## src/rtl/core/svbd_pkg.sv

```systemverilog
// Package for the slot vote bit deframer: payload structs, event type,
// configuration register indexes and sizing constants. No dependencies.
`timescale 1ns / 1ps
`default_nettype none
package svbd_pkg;

    // Sizing of the latency saturation and the slot timer
    localparam int LATENCY_BITS      = 16;
    localparam int SLOT_COUNTER_BITS = 32;
    // Compare width wide enough for both the timer and the slot length
    localparam int SLOT_CMP_W = (SLOT_COUNTER_BITS > 32) ? SLOT_COUNTER_BITS : 32;
    localparam logic [15:0] LAT_MAX = (LATENCY_BITS >= 16) ? 16'hFFFF :
                                      16'((32'd1 << LATENCY_BITS) - 32'd1);

    // Event queue between front and back
    localparam int EVQ_DEPTH = 4;
    localparam int EVQ_PTR_W = $clog2(EVQ_DEPTH);
    localparam int EVQ_CNT_W = $clog2(EVQ_DEPTH + 1);

    // Reset values of the configuration registers
    localparam logic [31:0] RST_SLOT_LENGTH    = 32'd100000;
    localparam logic [15:0] RST_MISS_THRESHOLD = 16'd200;
    localparam logic [15:0] RST_CHUNK_SIZE     = 16'd1024;
    localparam logic [7:0]  RST_SYNC_PATTERN   = 8'd42;

    // Input action codes
    localparam logic ACT_PROBE = 1'b0;
    localparam logic ACT_FLUSH = 1'b1;

    // Configuration register indexes
    typedef enum logic [7:0] {
        CFG_SLOT_LENGTH    = 8'd0,
        CFG_MISS_THRESHOLD = 8'd1,
        CFG_CHUNK_SIZE     = 8'd2,
        CFG_SYNC_PATTERN   = 8'd3
    } t_cfg_idx;

    typedef struct packed {
        logic        action;
        logic [15:0] latency;
        logic [15:0] elapsed;
    } t_in;

    typedef struct packed {
        logic [7:0] byte_value;
        logic [3:0] bits_valid;
    } t_out;

    // One classified event: a decided bit or a flush request
    typedef struct packed {
        logic flush;
        logic bit_val;
    } t_evt;

endpackage
`default_nettype wire

```

## src/rtl/core/svbd_evq.sv

```systemverilog
// Event queue between the slot voting front and the framing back.
// Small register FIFO of svbd_pkg::t_evt entries; depends on svbd_pkg.
`timescale 1ns / 1ps
`default_nettype none
module svbd_evq (
    input  wire logic           i_clk,
    input  wire logic           i_rst_n,
    input  wire logic           i_push,
    input  wire svbd_pkg::t_evt i_push_evt,
    output logic                o_full,
    input  wire logic           i_pop,
    output logic                o_empty,
    output svbd_pkg::t_evt      o_head
);

    svbd_pkg::t_evt r_mem [svbd_pkg::EVQ_DEPTH];
    logic [svbd_pkg::EVQ_PTR_W-1:0] r_wr_ptr;
    logic [svbd_pkg::EVQ_PTR_W-1:0] r_rd_ptr;
    logic [svbd_pkg::EVQ_CNT_W-1:0] r_count;
    logic do_push;
    logic do_pop;

    assign o_full  = (r_count == svbd_pkg::EVQ_CNT_W'(svbd_pkg::EVQ_DEPTH));
    assign o_empty = (r_count == '0);
    assign o_head  = r_mem[r_rd_ptr];
    assign do_push = i_push && !o_full;
    assign do_pop  = i_pop && !o_empty;

    // Store pushed entries
    always_ff @(posedge i_clk) begin
        if (do_push) begin
            r_mem[r_wr_ptr] <= i_push_evt;
        end
    end

    // Advance pointers and occupancy
    always_ff @(posedge i_clk) begin
        if (!i_rst_n) begin
            r_wr_ptr <= '0;
            r_rd_ptr <= '0;
            r_count  <= '0;
        end else begin
            if (do_push) begin
                r_wr_ptr <= r_wr_ptr + svbd_pkg::EVQ_PTR_W'(1);
            end
            if (do_pop) begin
                r_rd_ptr <= r_rd_ptr + svbd_pkg::EVQ_PTR_W'(1);
            end
            if (do_push && !do_pop) begin
                r_count <= r_count + svbd_pkg::EVQ_CNT_W'(1);
            end else if (do_pop && !do_push) begin
                r_count <= r_count - svbd_pkg::EVQ_CNT_W'(1);
            end
        end
    end

endmodule
`default_nettype wire

```

## src/rtl/core/svbd_front.sv

```systemverilog
// Front end: accepts probe and flush items, keeps the slot timer and the
// hit/miss votes, and pushes decided bits and flushes as events. Uses svbd_pkg.
`timescale 1ns / 1ps
`default_nettype none
module svbd_front (
    input  wire logic           i_clk,
    input  wire logic           i_rst_n,
    input  wire logic           i_in_valid,
    output logic                o_in_ready,
    input  wire svbd_pkg::t_in  i_in,
    input  wire logic [31:0]    i_slot_length,
    input  wire logic [15:0]    i_miss_threshold,
    input  wire logic           i_q_full,
    output logic                o_push,
    output svbd_pkg::t_evt      o_push_evt
);

    localparam int TW = svbd_pkg::SLOT_COUNTER_BITS;
    localparam int CW = svbd_pkg::SLOT_CMP_W;

    logic [TW-1:0] r_timer;
    logic [31:0]   r_hits;
    logic [31:0]   r_misses;
    logic [TW-1:0] n_timer;
    logic [31:0]   n_hits;
    logic [31:0]   n_misses;

    logic          accept;
    logic [15:0]   lat_sat;
    logic [TW:0]   timer_sum;
    logic [TW-1:0] timer_upd;
    logic          is_miss;
    logic [31:0]   hits_upd;
    logic [31:0]   misses_upd;
    logic          decide;
    logic          vote;

    assign o_in_ready = !i_q_full;
    assign accept     = i_in_valid && !i_q_full;

    always_comb begin
        // Saturate latency and classify the probe
        lat_sat = (i_in.latency > svbd_pkg::LAT_MAX) ? svbd_pkg::LAT_MAX : i_in.latency;
        is_miss = (lat_sat > i_miss_threshold);

        // Advance the slot timer, saturating at full scale
        timer_sum = {1'b0, r_timer} + (TW+1)'(i_in.elapsed);
        timer_upd = timer_sum[TW] ? '1 : timer_sum[TW-1:0];

        // Count the vote, saturating
        hits_upd   = (!is_miss && r_hits != '1) ? r_hits + 32'd1 : r_hits;
        misses_upd = (is_miss && r_misses != '1) ? r_misses + 32'd1 : r_misses;

        decide = (CW'(timer_upd) >= CW'(i_slot_length));
        vote   = (misses_upd >= hits_upd);

        n_timer  = r_timer;
        n_hits   = r_hits;
        n_misses = r_misses;
        o_push   = 1'b0;
        o_push_evt.flush   = 1'b0;
        o_push_evt.bit_val = vote;

        if (accept) begin
            if (i_in.action == svbd_pkg::ACT_FLUSH) begin
                o_push = 1'b1;
                o_push_evt.flush = 1'b1;
            end else if (decide) begin
                o_push   = 1'b1;
                n_timer  = '0;
                n_hits   = '0;
                n_misses = '0;
            end else begin
                n_timer  = timer_upd;
                n_hits   = hits_upd;
                n_misses = misses_upd;
            end
        end
    end

    always_ff @(posedge i_clk) begin
        if (!i_rst_n) begin
            r_timer  <= '0;
            r_hits   <= '0;
            r_misses <= '0;
        end else begin
            r_timer  <= n_timer;
            r_hits   <= n_hits;
            r_misses <= n_misses;
        end
    end

endmodule
`default_nettype wire

```

## src/rtl/core/svbd_back.sv

```systemverilog
// Back end: takes bit and flush events, runs sync search and chunk framing,
// packs data bits MSB first and holds the output register. Uses svbd_pkg.
`timescale 1ns / 1ps
`default_nettype none
module svbd_back (
    input  wire logic           i_clk,
    input  wire logic           i_rst_n,
    input  wire logic           i_q_empty,
    input  wire svbd_pkg::t_evt i_q_head,
    output logic                o_pop,
    input  wire logic [15:0]    i_chunk_size,
    input  wire logic [7:0]     i_sync_pattern,
    output logic                o_out_valid,
    input  wire logic           i_out_ready,
    output svbd_pkg::t_out      o_out
);

    logic        r_data_mode;
    logic [7:0]  r_sync;
    logic [15:0] r_chunk_cnt;
    logic [7:0]  r_acc;
    logic [2:0]  r_bit_cnt;
    logic        r_out_valid;
    svbd_pkg::t_out r_out;

    logic        n_data_mode;
    logic [7:0]  n_sync;
    logic [15:0] n_chunk_cnt;
    logic [7:0]  n_acc;
    logic [2:0]  n_bit_cnt;
    logic        emit;
    svbd_pkg::t_out emit_val;

    logic [7:0]  sync_shifted;
    logic        take_bit;
    logic [15:0] chunk_base;
    logic [15:0] chunk_inc;
    logic [7:0]  acc_set;

    assign o_pop       = !i_q_empty && (!r_out_valid || i_out_ready);
    assign o_out_valid = r_out_valid;
    assign o_out       = r_out;

    always_comb begin
        n_data_mode = r_data_mode;
        n_sync      = r_sync;
        n_chunk_cnt = r_chunk_cnt;
        n_acc       = r_acc;
        n_bit_cnt   = r_bit_cnt;
        emit        = 1'b0;
        emit_val.byte_value = r_acc;
        emit_val.bits_valid = {1'b0, r_bit_cnt};

        sync_shifted = {r_sync[6:0], i_q_head.bit_val};
        take_bit     = 1'b0;
        chunk_base   = r_chunk_cnt;
        acc_set      = i_q_head.bit_val ? (8'h80 >> r_bit_cnt) : 8'h00;
        chunk_inc    = 16'd0;

        if (o_pop) begin
            if (i_q_head.flush) begin
                // Emit the partial byte if any bits are pending
                if (r_bit_cnt != 3'd0) begin
                    emit      = 1'b1;
                    n_acc     = '0;
                    n_bit_cnt = '0;
                end
            end else if (!r_data_mode) begin
                if (r_sync != i_sync_pattern) begin
                    // Shift the sync register and look for the pattern
                    n_sync = sync_shifted;
                    if (sync_shifted == i_sync_pattern) begin
                        n_data_mode = 1'b1;
                        n_chunk_cnt = '0;
                    end
                end else begin
                    // Pattern already present: this bit is data
                    n_data_mode = 1'b1;
                    chunk_base  = '0;
                    take_bit    = 1'b1;
                end
            end else begin
                take_bit = 1'b1;
            end

            if (take_bit) begin
                // Pack the bit and count it within the chunk
                n_acc     = r_acc | acc_set;
                n_bit_cnt = r_bit_cnt + 3'd1;
                if (r_bit_cnt == 3'd7) begin
                    emit                = 1'b1;
                    emit_val.byte_value = r_acc | acc_set;
                    emit_val.bits_valid = 4'd8;
                    n_acc               = '0;
                    n_bit_cnt           = '0;
                end
                chunk_inc   = chunk_base + 16'd1;
                n_chunk_cnt = chunk_inc;
                if (chunk_inc == i_chunk_size) begin
                    n_data_mode = 1'b0;
                    n_sync      = '0;
                    n_chunk_cnt = '0;
                end
            end
        end
    end

    // Framing state
    always_ff @(posedge i_clk) begin
        if (!i_rst_n) begin
            r_data_mode <= 1'b0;
            r_sync      <= '0;
            r_chunk_cnt <= '0;
            r_acc       <= '0;
            r_bit_cnt   <= '0;
        end else begin
            r_data_mode <= n_data_mode;
            r_sync      <= n_sync;
            r_chunk_cnt <= n_chunk_cnt;
            r_acc       <= n_acc;
            r_bit_cnt   <= n_bit_cnt;
        end
    end

    // Output register: load on emit, drop after transfer
    always_ff @(posedge i_clk) begin
        if (!i_rst_n) begin
            r_out_valid <= 1'b0;
        end else if (emit) begin
            r_out_valid <= 1'b1;
        end else if (i_out_ready) begin
            r_out_valid <= 1'b0;
        end
    end

    always_ff @(posedge i_clk) begin
        if (emit) begin
            r_out <= emit_val;
        end
    end

endmodule
`default_nettype wire

```

## src/rtl/core/slot_vote_bit_deframer_core.sv

```systemverilog
// Slot vote bit deframer top level: configuration registers, front end,
// event queue and back end. Depends on svbd_pkg, svbd_front, svbd_evq, svbd_back.
//
// Usage:
//   Input channel (i_in_valid/o_in_ready/i_in) takes probe items (latency and
//   elapsed cycles) and flush items. Output channel (o_out_valid/i_out_ready/
//   o_out) delivers packed data bytes, or a partial byte after a flush.
//   Configuration channel (i_cfg_valid/o_cfg_ready/i_cfg_index/i_cfg_data)
//   is always ready; write it only while the block is idle.
//   Throughput: one item per cycle while the event queue has room. The front
//   end votes and times the slot in the cycle of the transfer; the decided
//   bit or flush is written into a 4-entry event queue, from which the back
//   end pops it, frames it and loads the output register.
//   A stalled receiver holds the output register; the back end stops popping
//   and the front end keeps taking items until the event queue fills, then
//   deasserts o_in_ready.
//   Reset (synchronous, active low) clears slot counters, framing state and
//   the queue, returns to sync mode and restores configuration defaults.
`timescale 1ns / 1ps
`default_nettype none
module slot_vote_bit_deframer_core (
    input  wire logic           i_clk,
    input  wire logic           i_rst_n,
    input  wire logic           i_in_valid,
    output logic                o_in_ready,
    input  wire svbd_pkg::t_in  i_in,
    output logic                o_out_valid,
    input  wire logic           i_out_ready,
    output svbd_pkg::t_out      o_out,
    input  wire logic           i_cfg_valid,
    output logic                o_cfg_ready,
    input  wire logic [7:0]     i_cfg_index,
    input  wire logic [31:0]    i_cfg_data
);

    logic [31:0] r_slot_length;
    logic [15:0] r_miss_threshold;
    logic [15:0] r_chunk_size;
    logic [7:0]  r_sync_pattern;

    logic           q_full;
    logic           q_empty;
    logic           q_push;
    logic           q_pop;
    svbd_pkg::t_evt q_push_evt;
    svbd_pkg::t_evt q_head;

    assign o_cfg_ready = 1'b1;

    // Configuration registers
    always_ff @(posedge i_clk) begin
        if (!i_rst_n) begin
            r_slot_length    <= svbd_pkg::RST_SLOT_LENGTH;
            r_miss_threshold <= svbd_pkg::RST_MISS_THRESHOLD;
            r_chunk_size     <= svbd_pkg::RST_CHUNK_SIZE;
            r_sync_pattern   <= svbd_pkg::RST_SYNC_PATTERN;
        end else if (i_cfg_valid) begin
            case (i_cfg_index)
                svbd_pkg::CFG_SLOT_LENGTH:    r_slot_length    <= i_cfg_data;
                svbd_pkg::CFG_MISS_THRESHOLD: r_miss_threshold <= i_cfg_data[15:0];
                svbd_pkg::CFG_CHUNK_SIZE:     r_chunk_size     <= i_cfg_data[15:0];
                svbd_pkg::CFG_SYNC_PATTERN:   r_sync_pattern   <= i_cfg_data[7:0];
                default: begin
                end
            endcase
        end
    end

    svbd_front u_front (
        .i_clk            (i_clk),
        .i_rst_n          (i_rst_n),
        .i_in_valid       (i_in_valid),
        .o_in_ready       (o_in_ready),
        .i_in             (i_in),
        .i_slot_length    (r_slot_length),
        .i_miss_threshold (r_miss_threshold),
        .i_q_full         (q_full),
        .o_push           (q_push),
        .o_push_evt       (q_push_evt)
    );

    svbd_evq u_evq (
        .i_clk      (i_clk),
        .i_rst_n    (i_rst_n),
        .i_push     (q_push),
        .i_push_evt (q_push_evt),
        .o_full     (q_full),
        .i_pop      (q_pop),
        .o_empty    (q_empty),
        .o_head     (q_head)
    );

    svbd_back u_back (
        .i_clk          (i_clk),
        .i_rst_n        (i_rst_n),
        .i_q_empty      (q_empty),
        .i_q_head       (q_head),
        .o_pop          (q_pop),
        .i_chunk_size   (r_chunk_size),
        .i_sync_pattern (r_sync_pattern),
        .o_out_valid    (o_out_valid),
        .i_out_ready    (i_out_ready),
        .o_out          (o_out)
    );

endmodule
`default_nettype wire
```

## config.mk

```make
export PLATFORM = sky130hd
export DESIGN_NAME = slot_vote_bit_deframer_core
export DESIGN_NICKNAME = d
export VERILOG_FILES = /design/src/rtl/core/svbd_pkg.sv /design/src/rtl/core/svbd_evq.sv /design/src/rtl/core/svbd_front.sv /design/src/rtl/core/svbd_back.sv /design/src/rtl/core/slot_vote_bit_deframer_core.sv
export SDC_FILE = /design/constraint.sdc
export NUM_CORES = 1
export LEC_CHECK = 0
export CAP_MARGIN = 5
export CORE_MARGIN = 4
export CORE_UTILIZATION = 30
export DETAILED_ROUTE_END_ITERATION = 8
export DONT_BUFFER_PORTS = 1
export GPL_TIMING_DRIVEN = 0
export PLACE_DENSITY = 0.43
export SYNTH_ARGS = -nofsm -noshare
export SYNTH_HDL_FRONTEND = slang
export SYNTH_SLANG_ARGS = --single-unit
export TNS_END_PERCENT = 10
```

## constraint.sdc

```tcl
create_clock -name i_clk -period 16.8 [get_ports i_clk]
set_clock_uncertainty 0.15 [all_clocks]
set_input_delay 1.68 -clock i_clk [delete_from_list [all_inputs] [get_ports i_clk]]
set_output_delay 1.68 -clock i_clk [all_outputs]
set_load 0.01 [all_outputs]
```

**Word-level counts from Yosys, hierarchy flattened**

Memory sizes are Yosys's and may differ from the RTL's. A register that Yosys moved wholly into a read port is not among the register bits.
Index checks and enable logic that the tools add are counted.

- Register bits: 224
- Bits in writable memories: 8
- Bits of input ports: 78
- Output and inout bits: 15
- Word-level logic and storage cells: 142
- Memories: 1

Memory list:

| memory | words | bits a word | read ports | clocked after Yosys merged registers in | write ports | RTL line | source |
|---|---|---|---|---|---|---|---|
| u_evq.r_mem | 4 | 2 | 1 | 1 | 1 | svbd_evq.sv:16 | `svbd_pkg::t_evt r_mem [svbd_pkg::EVQ_DEPTH];` |

- Add/sub/neg operators: 9
- $lt $le $gt $ge: 4
- Eq/ne operators: 12
- Shift operators: 1
- Multiplexer cells: 62
- Bitwise gates (word level): 2
- Reductions and logical operators: 32

Operators with widths:

| cell | number |
|---|---|
| 32-bit two-way mux | 6 |
| 16-bit two-way mux | 11 |
| 8-bit two-way mux | 10 |
| 32-bit by 1-bit adder with 32-bit output (second input constant) | 2 |
| 32-bit greater-or-equal comparator | 2 |
| 32-bit inequality test (second input constant) | 2 |
| 12-bit two-way mux | 3 |
| 32-bit by 16-bit adder with 33-bit output | 1 |
| 1-bit two-way mux | 24 |
| 3-bit two-way mux | 6 |
| 16-bit by 1-bit adder with 16-bit output (second input constant) | 1 |
| 16-bit == test | 1 |
| 8-bit by 2-bit == test with 1-bit output (second input constant) | 2 |
| 16-bit > comparator | 1 |
| 16-bit > comparator (second input constant) | 1 |
| 2-bit AND reduction | 6 |
| 2-bit nonzero test | 6 |
| 8-bit by 1-bit == test with 1-bit output (second input constant) | 1 |
| 8-bit == test | 1 |
| 1-bit logical AND | 8 |
| 8-bit logical NOT | 1 |
| 8-bit inequality test | 1 |
| 8-bit bitwise OR | 1 |
| 8-bit by 3-bit right shift with 8-bit output (first input constant) | 1 |
| 14 further kinds | 23 |

**Logic depth before layout (Yosys ltp)**

Gate-level depths: netlist of the first run.

- Depth in word-level cells: 11
- Mapped depth: 27
- Gate-level depth less buffers: 25

**By module**

Synthesis of the first run repeated with hierarchy kept, for this count alone.

- Cells, all modules: 1,794
- Area total of the unflattened synthesis: 15,139.5 µm²

By module, submodules not included:

| module | times used | cells each | area an instance (µm²) | sequential area each (µm²) |
|---|---|---|---|---|
| svbd_front | 1 | 1,111 | 8,449.4 | 1,921.8 |
| svbd_back | 1 | 341 | 3,019.1 | 1,101.1 |
| slot_vote_bit_deframer_core | 1 | 284 | 2,896.5 | 1,441.4 |
| svbd_evq | 1 | 58 | 774.5 | 420.4 |

**Worst setup path before layout of the first run**

Ideal clock, no wire load.

- Path kind: input to register
- Start: in i_in[0] (netlist name)
- End: reg u_evq.r_count[2] (netlist name)
- Setup time: 0.070 ns
- Arrival: 6.902 ns
- Required time: 16.580 ns
- Setup slack: 9.677 ns
- Stages on the path: 25
- Buffers on the path: 2
- Path through: ha_1 > fa_1 > a21o_1 > a21oi_1 > o211ai_1 > a21oi_1 > o31a_1 > nor2_1 > nand2_1 > clkbuf_1 > clkbuf_1 > nand2_1 > ha_1 > and4_1 > nand2_1 > or4_1 > o211ai_1 > a21oi_1 > nor2_1 > ha_1 > inv_1 > fa_1 > xor2_1 > or3_1 > a21oi_1

- Cells in the longest elaborated chain, start to end: 10
- Elaborated cells on any way between the ends: 12
- Those cells by class: add/sub: 1; order compare: 1; mux: 5; reduce/logical: 5

RTL lines:

| what | RTL line | source |
|---|---|---|
| start, declared | slot_vote_bit_deframer_core.sv:26 | `input wire svbd_pkg::t_in i_in,` |
| 32-bit by 16-bit adder with 33-bit output (*) | svbd_front.sv:47 | `timer_sum = {1'b0, r_timer} + (TW+1)'(i_in.elapsed);` |
| 32-bit two-way mux (*) | svbd_front.sv:48 | `timer_upd = timer_sum[TW] ? '1 : timer_sum[TW-1:0];` |
| 32-bit greater-or-equal comparator (*) | svbd_front.sv:54 | `decide = (CW'(timer_upd) >= CW'(i_slot_length));` |
| 1-bit two-way mux (*) | svbd_front.sv:68 | `end else if (decide) begin` |
| 1-bit two-way mux (*) | svbd_front.sv:65 | `if (i_in.action == svbd_pkg::ACT_FLUSH) begin` |
| 1-bit two-way mux (*) | svbd_front.sv:64 | `if (accept) begin` |
| 1-bit logical AND (*) | svbd_evq.sv:26 | `assign do_push = i_push && !o_full;` |
| named net u_evq.do_push | svbd_evq.sv:20 | `logic do_push;` |
| 1-bit logical NOT | svbd_evq.sv:51 | `end else if (do_pop && !do_push) begin` |
| 1-bit logical AND | svbd_evq.sv:51 |  |
| 2-bit nonzero test (no source line) | n/a |  |
| end signal, assigned | svbd_evq.sv:50 | `r_count <= r_count + svbd_pkg::EVQ_CNT_W'(1);` |
| end signal, assigned | svbd_evq.sv:52 | `r_count <= r_count - svbd_pkg::EVQ_CNT_W'(1);` |
| end, declared | svbd_evq.sv:19 | `logic [svbd_pkg::EVQ_CNT_W-1:0] r_count;` |

The timed path passes the listed nets; every way through them passes the cells marked *.
A chain may end at the register's enable or synchronous reset.

**Worst setup path after layout of the first run**

- Start: in i_in[0] (netlist name)
- End: reg u_front.r_hits[5]

- Cells in the longest elaborated chain, start to end: 4

RTL lines:

| what | RTL line | source |
|---|---|---|
| 32-bit by 16-bit adder with 33-bit output | svbd_front.sv:47 |  |
| 32-bit two-way mux | svbd_front.sv:48 |  |
| 32-bit greater-or-equal comparator | svbd_front.sv:54 |  |
| 32-bit two-way mux | svbd_front.sv:68 |  |
| end signal, assigned | svbd_front.sv:88 | `r_hits <= n_hits;` |
| end, declared | svbd_front.sv:22 | `logic [31:0] r_hits;` |

No other way between the ends.

==> reports/qor.yml, run 1 <==
status: "finished, final reports clean"
cts_sinks: 234
power_density_nw_per_um2: 93.05
routed_wl_um: 49960
yosysSeqAreaShare_pct: 33.25
dieArea_um2: 52570
grt_max_degree: 16
post-route-period-util_pct: 51.97
pwr-share-comb_pct: 16.5
cts_resized: 0
fin_nets: 2000
synth_nets: 1966
cp-start-kind: "input port"
end_kind: "register"
clockBufferDepth: 3
cp.arrival_ns: 9.09
cts_buffers: 31
fin_cells: 2450
vdd_ir_drop_max_mv: 0.1019
internal_power_uw: 1081
drive_gt1_share_pct: 4.962
final_util_pct: 34.42
synth_cell_types: 83
route.vias.total: 13240
worst-path-buf-inv: 4
cpMostUsedCell: "a21oi_1"
clkTransAtPathRegs_ns: 0.06
p_seq_share_pct: 39.2
dp_hpwl_um: 37670
crit_chain: "ha_1 > fa_1 > a21o_1 > a21oi_1 > o211ai_1 > a21oi_1 > o31a_1 > nor2_1 > nand2_1 > clkbuf_1 > clkbuf_1 > nand2_1 > ha_1 > a21o_1 > a21o_1 > a21oi_1 > and3b_1 > o2111ai_1 > a21oi_1 > clkbuf_1 > buf_1 > o31ai_1 > a31oi_1"
netlist_top_cells_area: "dfxtp_1 29%, ha_1 9.5%, nand2_1 5.7%"
crit_required_ns: 17.16
leakage_uw: 0.006651
worst_skew_pair.late_latency_ns: 0.58
tightest_slew_ns: 1.274
timing.fmax_mhz: 114.5
grt_antenna_before_repair: 5
drtPass1Iterations: 5
swShare_pct: 29.75
die_x_um: 229.3
final_hold_viol_count: 0
avgViaCountPerCell: 5.405
netlist_instances: 1775
synth_edf_count: 20
gp_congestion: 0.8489
avgRoutedWirePerCell_um: 20.39
avgSynthCellArea_um2: 8.276
grt_pass1_vias: 12810
start_util_pct: 30.58
drtAntennaViolNets: 0
drt_iter0_drc: 991
core_area_um2: 48050
critPathMaxStageDelay_ns: 0.78
netlist_area_um2: 14690
min_period_ns: 8.732
max_cap_viol_count: 0
die_h_um: 229.3
cts_tree: "yes"
grt_usage_pct: 18.45
grt_pass1_wl_um: 77630
portBuffers: 0
fin_setup_tns_ns: 0
ys_warn_count: 0
critPathKind: "in2reg"
cp_max_fo: 10
setup_viol: 0
synth_async_sr_flop_share_pct: 0
synth.top_cell.area_share_pct: 29.16
hold_path_class: "reg2reg"
drc: 0
area_growth_pct: 12.56
synth_top_area_cell: "dfxtp_1"
synth_most_common_cell: "nand2_1"
cp_slowest_cell: "a21oi_1"
dp_cells: 2391
std_cell_rows: 80
cts_htree_levels: 1
power_switching_uw: 457.8
p_clk_share_pct: 44.3
ctsHoldBuffers: 0
cpLargestDelayFamily: "compound AO/OA/AOI/OAI gates"
ys_seq_elements: 234
cts_setup_buffers: 0
cts_root_buffer: "clkbuf_16"
synthFlopType: "dfxtp_1"
synthTopCellsByCount: "222 x nand2_1, 214 x dfxtp_1, 118 x nor2_1, 115 x a21oi_1, 111 x ha_1"
relSlewSlack_pct: 14.40
grt_overflow: 0
slew_violations: 0
num_io_pins: 93
rsz0062_at_grt: "false"
-- sequential cells by signal, summed over array words and instances (netlist names), 12 cells and up, named ones only --
register and flops:
r_chunk_size 16, r_miss_threshold 16, r_slot_length 32, u_back.o_out 12, u_back.r_chunk_cnt 16, u_front.r_hits 32
u_front.r_misses 32, u_front.r_timer 32
-- layout make-up --
| type | instances | area (um^2) |
|---|---|---|
| Antenna cell | 1 | 2.502 |
| Buffer | 92 | 365.4 |
| Clock buffer | 45 | 918.4 |
| Clock inverter | 13 | 131.4 |
| Fill cell | 5124 | 31510 |
| Inverter | 85 | 319.1 |
| Multi-Input combinational cell | 1364 | 9134 |
| Sequential cell | 234 | 4885 |
| Tap cell | 615 | 769.5 |
| Timing Repair Buffer | 1 | 11.26 |
-- final timing paths --
| path | startpoint | endpoint | slack [ns] | cells past startpoint |
|---|---|---|---|---|
| worst min-delay path | u_front.r_timer[6] | u_front.r_timer[6] | 0.30 | 2 |
| worst max register to register | u_front.r_timer[0] | u_front.r_hits[5] | 8.86 | 23 |
| worst max-delay path | i_in[0] | u_front.r_hits[5] | 8.07 | 23 |
| worst min register to register | u_front.r_timer[6] | u_front.r_timer[6] | 0.30 | 2 |
-- cell families after synthesis --
group                    after synthesis  synth area share, %
AND/OR/NAND/NOR                      628                20.91
AO/OA/AOI/OAI                        443                20.15
multiplexers                          49                3.526
adder cells (fa/ha/maj)              113                9.727
buffers and inverters                177                4.659
other                                  1              0.02553
XOR/XNOR                             130                7.751
flip-flops                           234                33.25
-- tightest hold or removal path, cell delays in order, from the launching register on --
cell and delay, ns:
dfxtp_1 0.31, nand2_1 0.05, a21oi_1 0.05
-- per-layer routing --
| metal | wire [um] | global-route usage [%] | share of wire (%) | vias up |
|---|---|---|---|---|
| met2 | 22050 | 29.29 | 44 | 335 |
| met5 | 55 | 0 | 0.11 | - |
| met4 | 1082 | 3.880 | 2.2 | 10 |
| li1 | - | - | - | 6506 |
| met1 | 24420 | 26.57 | 49 | 6316 |
| met3 | 2354 | 2.783 | 4.7 | 76 |
-- power groups by stage --
stage / sequential [uW] / clock (uW) / combinational (uW)
after detailed placement: 616 / 0 / 255
final: 603 / 682 / 254
after global routing: 606 / 723 / 286
after CTS: 604 / 701 / 256
after floorplan: 611 / 0 / 178
after global placement: 615 / 0 / 252
-- through the flow --
step | instance area, um^2 | hold WS (ns) | total power (uW) | setup slack [ns]
global placement | 15460 | 0.2937 | 867.0 | 7.559
global route | 16530 | 0.3175 | 1615 | 7.589
detailed placement | 15480 | 0.3008 | 870.2 | 7.538
floorplan | 14690 | 0.2811 | 789.6 | 9.677
CTS | 16530 | 0.3088 | 1561 | 8.142
finish | 16540 | 0.3044 | 1539 | 8.068
-- cells in the final DEF (no fill, tap or decap), types with 9 or more instances in the layout --
| cell type | synthesis | final |
|---|---|---|
| nor2_1 | 118 | 118 |
| nand2b_1 | 19 | 19 |
| a21o_1 | 42 | 42 |
| edfxtp_1 | 20 | 20 |
| nor2b_1 | 14 | 14 |
| a311oi_1 | 14 | 14 |
| o21a_1 | 9 | 9 |
| clkbuf_1 | 75 | 80 |
| o21ai_0 | 67 | 67 |
| a41oi_1 | 10 | 10 |
| xor2_1 | 58 | 58 |
| a22o_1 | 25 | 25 |
| a21oi_1 | 115 | 115 |
| nor3_1 | 32 | 32 |
| clkbuf_16 | 0 | 31 |
| dfxtp_1 | 214 | 214 |
| clkbuf_8 | 0 | 9 |
| a211oi_1 | 10 | 10 |
| o211ai_1 | 10 | 10 |
| mux2i_1 | 45 | 45 |
| ha_1 | 111 | 111 |
| and2_1 | 19 | 19 |
| inv_1 | 84 | 84 |
| nand2_1 | 222 | 222 |
| nor4_1 | 17 | 17 |
| a31oi_1 | 56 | 56 |
| nand3_1 | 55 | 55 |
| or3_1 | 13 | 13 |
| xnor2_1 | 72 | 72 |
| and3_1 | 33 | 33 |
| nand4_1 | 42 | 42 |
(Power assumes the default switching activity.)
==> inputs of run 2 (changes only) <==
PLACE_DENSITY = 0.44   (was 0.43)
clock period = 7.9 ns   (was 16.8 ns; I/O delays follow)
==> reports/qor.yml, run 2 (synthesis results as in run 1) <==
ctsHoldBuffers: 0  # unchanged
post-route-period-util_pct: 91.93
drtAntennaViolNets: 0  # unchanged
final_hold_viol_count: 0  # unchanged
cp-start-kind: "register"
end_kind: "register"
setup_viol: 0  # unchanged
route.vias.total: 13300  # +0.42%
fin_nets: 1998  # -0.10%
portBuffers: 0  # unchanged
area_growth_pct: 12.19
worst_skew_pair.late_latency_ns: 0.57  # about the same
most-common-layout-cells: "222 x nand2_1, 214 x dfxtp_1, 117 x nor2_1, 114 x a21oi_1, 111 x ha_1"
cts_tree: "yes"
std_cell_rows: 80  # unchanged
clockBufferDepth: 3  # unchanged
rsz0062_at_grt: "false"
drtPass1Iterations: 5  # unchanged
cts_htree_levels: 1  # unchanged
cts_resized: 2  # +2
pre_cts_slack_ns: -0.5416  # -8.080 ns
vdd_ir_drop_max_mv: 0.1586  # +56%
gp_congestion: 0.8597  # +1.3%
cts_root_buffer: "clkbuf_16"
relSlewSlack_pct: 19.04  # +4.6 points
cts_setup_buffers: 0  # unchanged
avgRoutedWirePerCell_um: 20.55  # +0.77%
die_x_um: 229.3  # unchanged
drive_gt1_share_pct: 5.249  # +0.29 points
slew_violations: 0  # unchanged
whs_ns: 0.2081  # -0.09628 ns
cp_max_fo: 11  # +1
clkTransAtPathRegs_ns: 0.06  # about the same
max_cap_viol_count: 0  # unchanged
critPathMaxStageDelay_ns: 0.59  # -0.19 ns
grt_pass1_wl_um: 77140  # -0.64%
dieArea_um2: 52570  # unchanged
start_util_pct: 30.58  # unchanged
cts_buffers: 29  # -6.5%
num_io_pins: 93  # unchanged
min_period_ns: 7.263
cts_sinks: 234  # unchanged
grt_overflow: 0  # unchanged
avgViaCountPerCell: 5.439  # +0.62%
p_total_uw: 3225  # +110%
grt_max_degree: 14  # -2
cp_slowest_cell: "clkbuf_1"
drc: 0  # unchanged
fin_ws_ns: 0.6372  # -7.431 ns
hold_path_class: "in2reg"
mostFrequentLayoutCell: "nand2_1"
dp_hpwl_um: 37780  # +0.29%
critPathKind: "reg2reg"
cp.arrival_ns: 7.56  # -1.53 ns
leakage_uw: 0.006619  # -0.48%
crit_required_ns: 8.19  # -8.97 ns
core_area_um2: 48050  # unchanged
drt_iter0_drc: 948  # -4.3%
final_util_pct: 34.30  # -0.11 points
crit_chain: "ha_1 > fa_1 > a21o_1 > a21oi_1 > o211ai_1 > a21oi_1 > o31a_1 > nor2_1 > nand2_1 > clkbuf_1 > clkbuf_1 > nand2_1 > ha_1 > and4_1 > nand2_1 > or4_1 > o2111ai_1 > a21o_1 > clkbuf_1 > clkbuf_2 > a21oi_1 > o22a_1"
grt_antenna_before_repair: 4  # -1
grt_pass1_vias: 12570  # -1.8%
tightest_slew_ns: 1.205  # -0.06910 ns
grt_usage_pct: 18.48  # +0.032 points
routed_wl_um: 50250  # +0.57%
power_density_nw_per_um2: 195.7  # +110%
die_h_um: 229.3  # unchanged
status: "finished, final reports clean"
timing.fmax_mhz: 137.7
==> run 2: changes by cell type in the layout (fill, tap and decap cells not counted), moves of 2 or more <==
cell        before  now
clkbuf_8         9    2
clkbuf_1        80   75
clkbuf_2         0    5
clkinvlp_4       1    6
buf_1            8    5
bufinv_16        2    4
clkbuf_16       31   29
==> run 2: final cells by class <==
class | instances | area (um^2)
fillers | 5100 | 31570
multi-input cells | 1364 | 9140
flip-flops and latches | 234 | 4885
well taps | 615 | 769.5
clock buffers | 33 | 760.7
plain buffers | 92 | 371.6
inverters | 85 | 319.1
clock inverters | 20 | 225.2
repair buffers | 1 | 7.507
diodes | 1 | 2.502
==> run 2: power by group <==
part / internal, uW / switching (uW)
clock: 823 / 571
sequential: 1240 / 37.4
combinational: 186 / 363
total: 2250 / 971
==> run 2: stage by stage <==
stage | instances | instance area [um^2] | TNS, ns
4_1_cts | 2444 | 16470 | 0
3_3_place_gp | 2390 | 15460 | -11.74
2_1_floorplan | 1775 | 14690 | 0
3_5_place_dp | 2391 | 15470 | -11.71
5_1_grt | 2444 | 16480 | 0
6_report | 2445 | 16480 | 0
==> run 2: worst paths after layout <==
kind | cells past startpoint | end | start | slack, ns
max reg2reg | 22 | u_front.r_hits[30] | u_front.r_timer[0] | 0.64
max | 22 | u_front.r_hits[30] | u_front.r_timer[0] | 0.64
min | 2 | r_miss_threshold[3] | i_cfg_data[3] | 0.21
min reg2reg | 2 | u_front.r_timer[6] | u_front.r_timer[6] | 0.30
==> run 2: critical path: cells and delay by family (launching register included) <==
kind	cells	cell delay, ns
simple gates	6	1.28
compound gates	9	2.49
buf+inv	4	1.97
fa+ha+maj	3	0.93
flops	1	0.31
==> run 2: metal layers <==
| metal | track usage (%) | share of wire [%] | vias to the layer above |
|---|---|---|---|
| met5 | 0 | 0.066 | - |
| met4 | 3.309 | 1.8 | 6 |
| met3 | 2.821 | 5.1 | 61 |
| met2 | 28.58 | 43 | 354 |
| met1 | 27.44 | 50 | 6364 |
| li1 | - | - | 6513 |
==> inputs of run 3 (changes only) <==
PLACE_DENSITY = not set   (was 0.44)
PLACE_DENSITY_LB_ADDON = 0.08   (was not set)
==> reports/qor.yml, run 3 (synthesis results as in run 1) <==
status: "finished, final reports clean"
mostFrequentLayoutCell: "nand2_1"
grt_overflow: 0  # unchanged
drc: 0  # unchanged
antennaDiodeCount: 0  # -1
fin_nets: 1998  # unchanged
cts_buffers: 29  # unchanged
die_h_um: 229.3  # unchanged
ctsHoldBuffers: 0  # unchanged
gp_congestion: 0.8375  # -2.6%
core_area_um2: 48050  # unchanged
drtPass1Iterations: 5  # unchanged
clockBufferDepth: 3  # unchanged
drive_gt1_share_pct: 4.921  # -0.33 points
cts_setup_buffers: 0  # unchanged
grt_max_degree: 14  # unchanged
critPathKind: "reg2reg"
max_cap_viol_count: 0  # unchanged
num_io_pins: 93  # unchanged
post-route-period-util_pct: 94.03  # +2.1 points
avgViaCountPerCell: 5.403  # -0.65%
hold_path_class: "in2reg"
slew_violations: 0  # unchanged
portBuffers: 0  # unchanged
leakage_uw: 0.006621  # about the same
cp-start-kind: "register"
drtAntennaViolNets: 0  # unchanged
fin_ws_ns: 0.4714  # -0.1658 ns
cts_root_buffer: "clkbuf_16"
cp_max_fo: 10  # -1
routed_wl_um: 50540  # +0.58%
vdd_ir_drop_max_mv: 0.1506  # -5.0%
drt_iter0_drc: 955  # +0.74%
cts_htree_levels: 1  # unchanged
most-common-layout-cells: "222 x nand2_1, 214 x dfxtp_1, 118 x nor2_1, 114 x a21oi_1, 111 x ha_1"
die_x_um: 229.3  # unchanged
grt_pass1_wl_um: 77890  # +0.97%
final_util_pct: 34.23  # -0.073 points
pre_cts_slack_ns: -0.4386  # +0.1031 ns
clkTransAtPathRegs_ns: 0.06  # about the same
grt_antenna_before_repair: 1  # -3
route.vias.total: 13210  # -0.69%
cts_tree: "yes"
dp_hpwl_um: 38080  # +0.79%
end_kind: "register"
area_growth_pct: 11.95
final_hold_viol_count: 0  # unchanged
worst_skew_pair.late_latency_ns: 0.56  # about the same
avgRoutedWirePerCell_um: 20.68  # +0.62%
grt_usage_pct: 18.66  # +0.19 points
cp.arrival_ns: 7.76  # +0.20 ns
crit_required_ns: 8.23  # +0.04 ns
setup_viol: 0  # unchanged
dieArea_um2: 52570  # unchanged
cts_sinks: 234  # unchanged
timing.fmax_mhz: 134.6  # -2.2%
relSlewSlack_pct: 11.93  # -7.1 points
power_density_nw_per_um2: 193.3  # -1.2%
fillCellCount: 5150  # +0.98%
std_cell_rows: 80  # unchanged
grt_pass1_vias: 12790  # +1.8%
start_util_pct: 30.58  # unchanged
min_period_ns: 7.429  # +0.1658 ns
rsz0062_at_grt: "false"
tightest_slew_ns: 1.311  # +0.1058 ns
## run 3: changes by cell type in the layout (fill, tap and decap cells not counted), moves of 2 or more
cell        change
clkinv_2        +2
clkinvlp_4      -5
clkbuf_8        +2
clkbuf_1        +3
clkinv_1        +2
## run 3: metrics by stage
step                      hold slack (ns)  cell area (um^2)  TNS, ns  total power, uW  cells
after floorplan                    0.2811             14690        0             1678   1775
after global placement             0.2960             15460   -7.964             1846   2390
after detailed placement           0.2987             15480   -8.896             1852   2391
after CTS                          0.1825             16430        0             3226   2444
after global routing               0.1865             16450        0             3342   2444
final                              0.2078             16450        0             3179   2444
## run 3: repair_timing
action / 4_1_cts / 5_1_grt
hold endpoints to repair: 0 / 0
setup endpoints to repair: 0 / 37
gates resized for setup: 0 / 9
## run 3: cell type report
cell class                      count  area (um^2)  share of cell area, %
Tap cell                          615        769.5                  4.679
Multi-Input combinational cell   1364         9138                  55.56
Sequential cell                   234         4885                  29.70
Inverter                           85        319.1                  1.940
Clock buffer                       37        795.8                  4.839
Timing Repair Buffer                1        11.26                0.06847
Clock inverter                     16        157.7                 0.9586
Buffer                             92        370.4                  2.252
## run 3: layer usage
layer | global-route usage (%) | vias to the layer above | wire length, um
met5 | 0 | - | 0
met4 | 3.423 | 0 | 913
met3 | 2.435 | 64 | 2104
met2 | 29.97 | 309 | 22460
met1 | 27.05 | 6320 | 25060
li1 | - | 6513 | -
## run 3: worst max-delay path: stages, from the launching register on
cell	delay, ns
dfxtp_1	0.31
ha_1	0.21
fa_1	0.41
a21o_1	0.20
a21oi_1	0.27
o211ai_1	0.16
a21oi_1	0.47
o31a_1	0.27
nor2_1	0.18
nand2_1	0.23
clkbuf_1	0.48
clkbuf_1	0.44
nand2_1	0.14
ha_1	0.32
a21o_1	0.19
a21o_1	0.18
a21oi_1	0.27
and3b_1	0.23
o2111ai_1	0.34
a21oi_2	0.52
clkbuf_1	0.54
clkbuf_2	0.48
o31ai_1	0.14
a31oi_1	0.21
## run 3: worst paths after layout
kind	slack [ns]	endpoint	cells past startpoint	from
hold / removal	0.21	r_chunk_size[10]	2	i_cfg_data[10]
setup / recovery	0.47	u_front.r_hits[5]	23	u_front.r_timer[0]
hold reg to reg	0.30	u_front.r_timer[6]	2	u_front.r_timer[6]
setup reg to reg	0.47	u_front.r_hits[5]	23	u_front.r_timer[0]
## run 3: where the power goes
group	switching [uW]	total, uW	internal (uW)
sequential	36.7	1280	1240
clock	552	1360	804
combinational	357	542	185
total	946	3180	2230
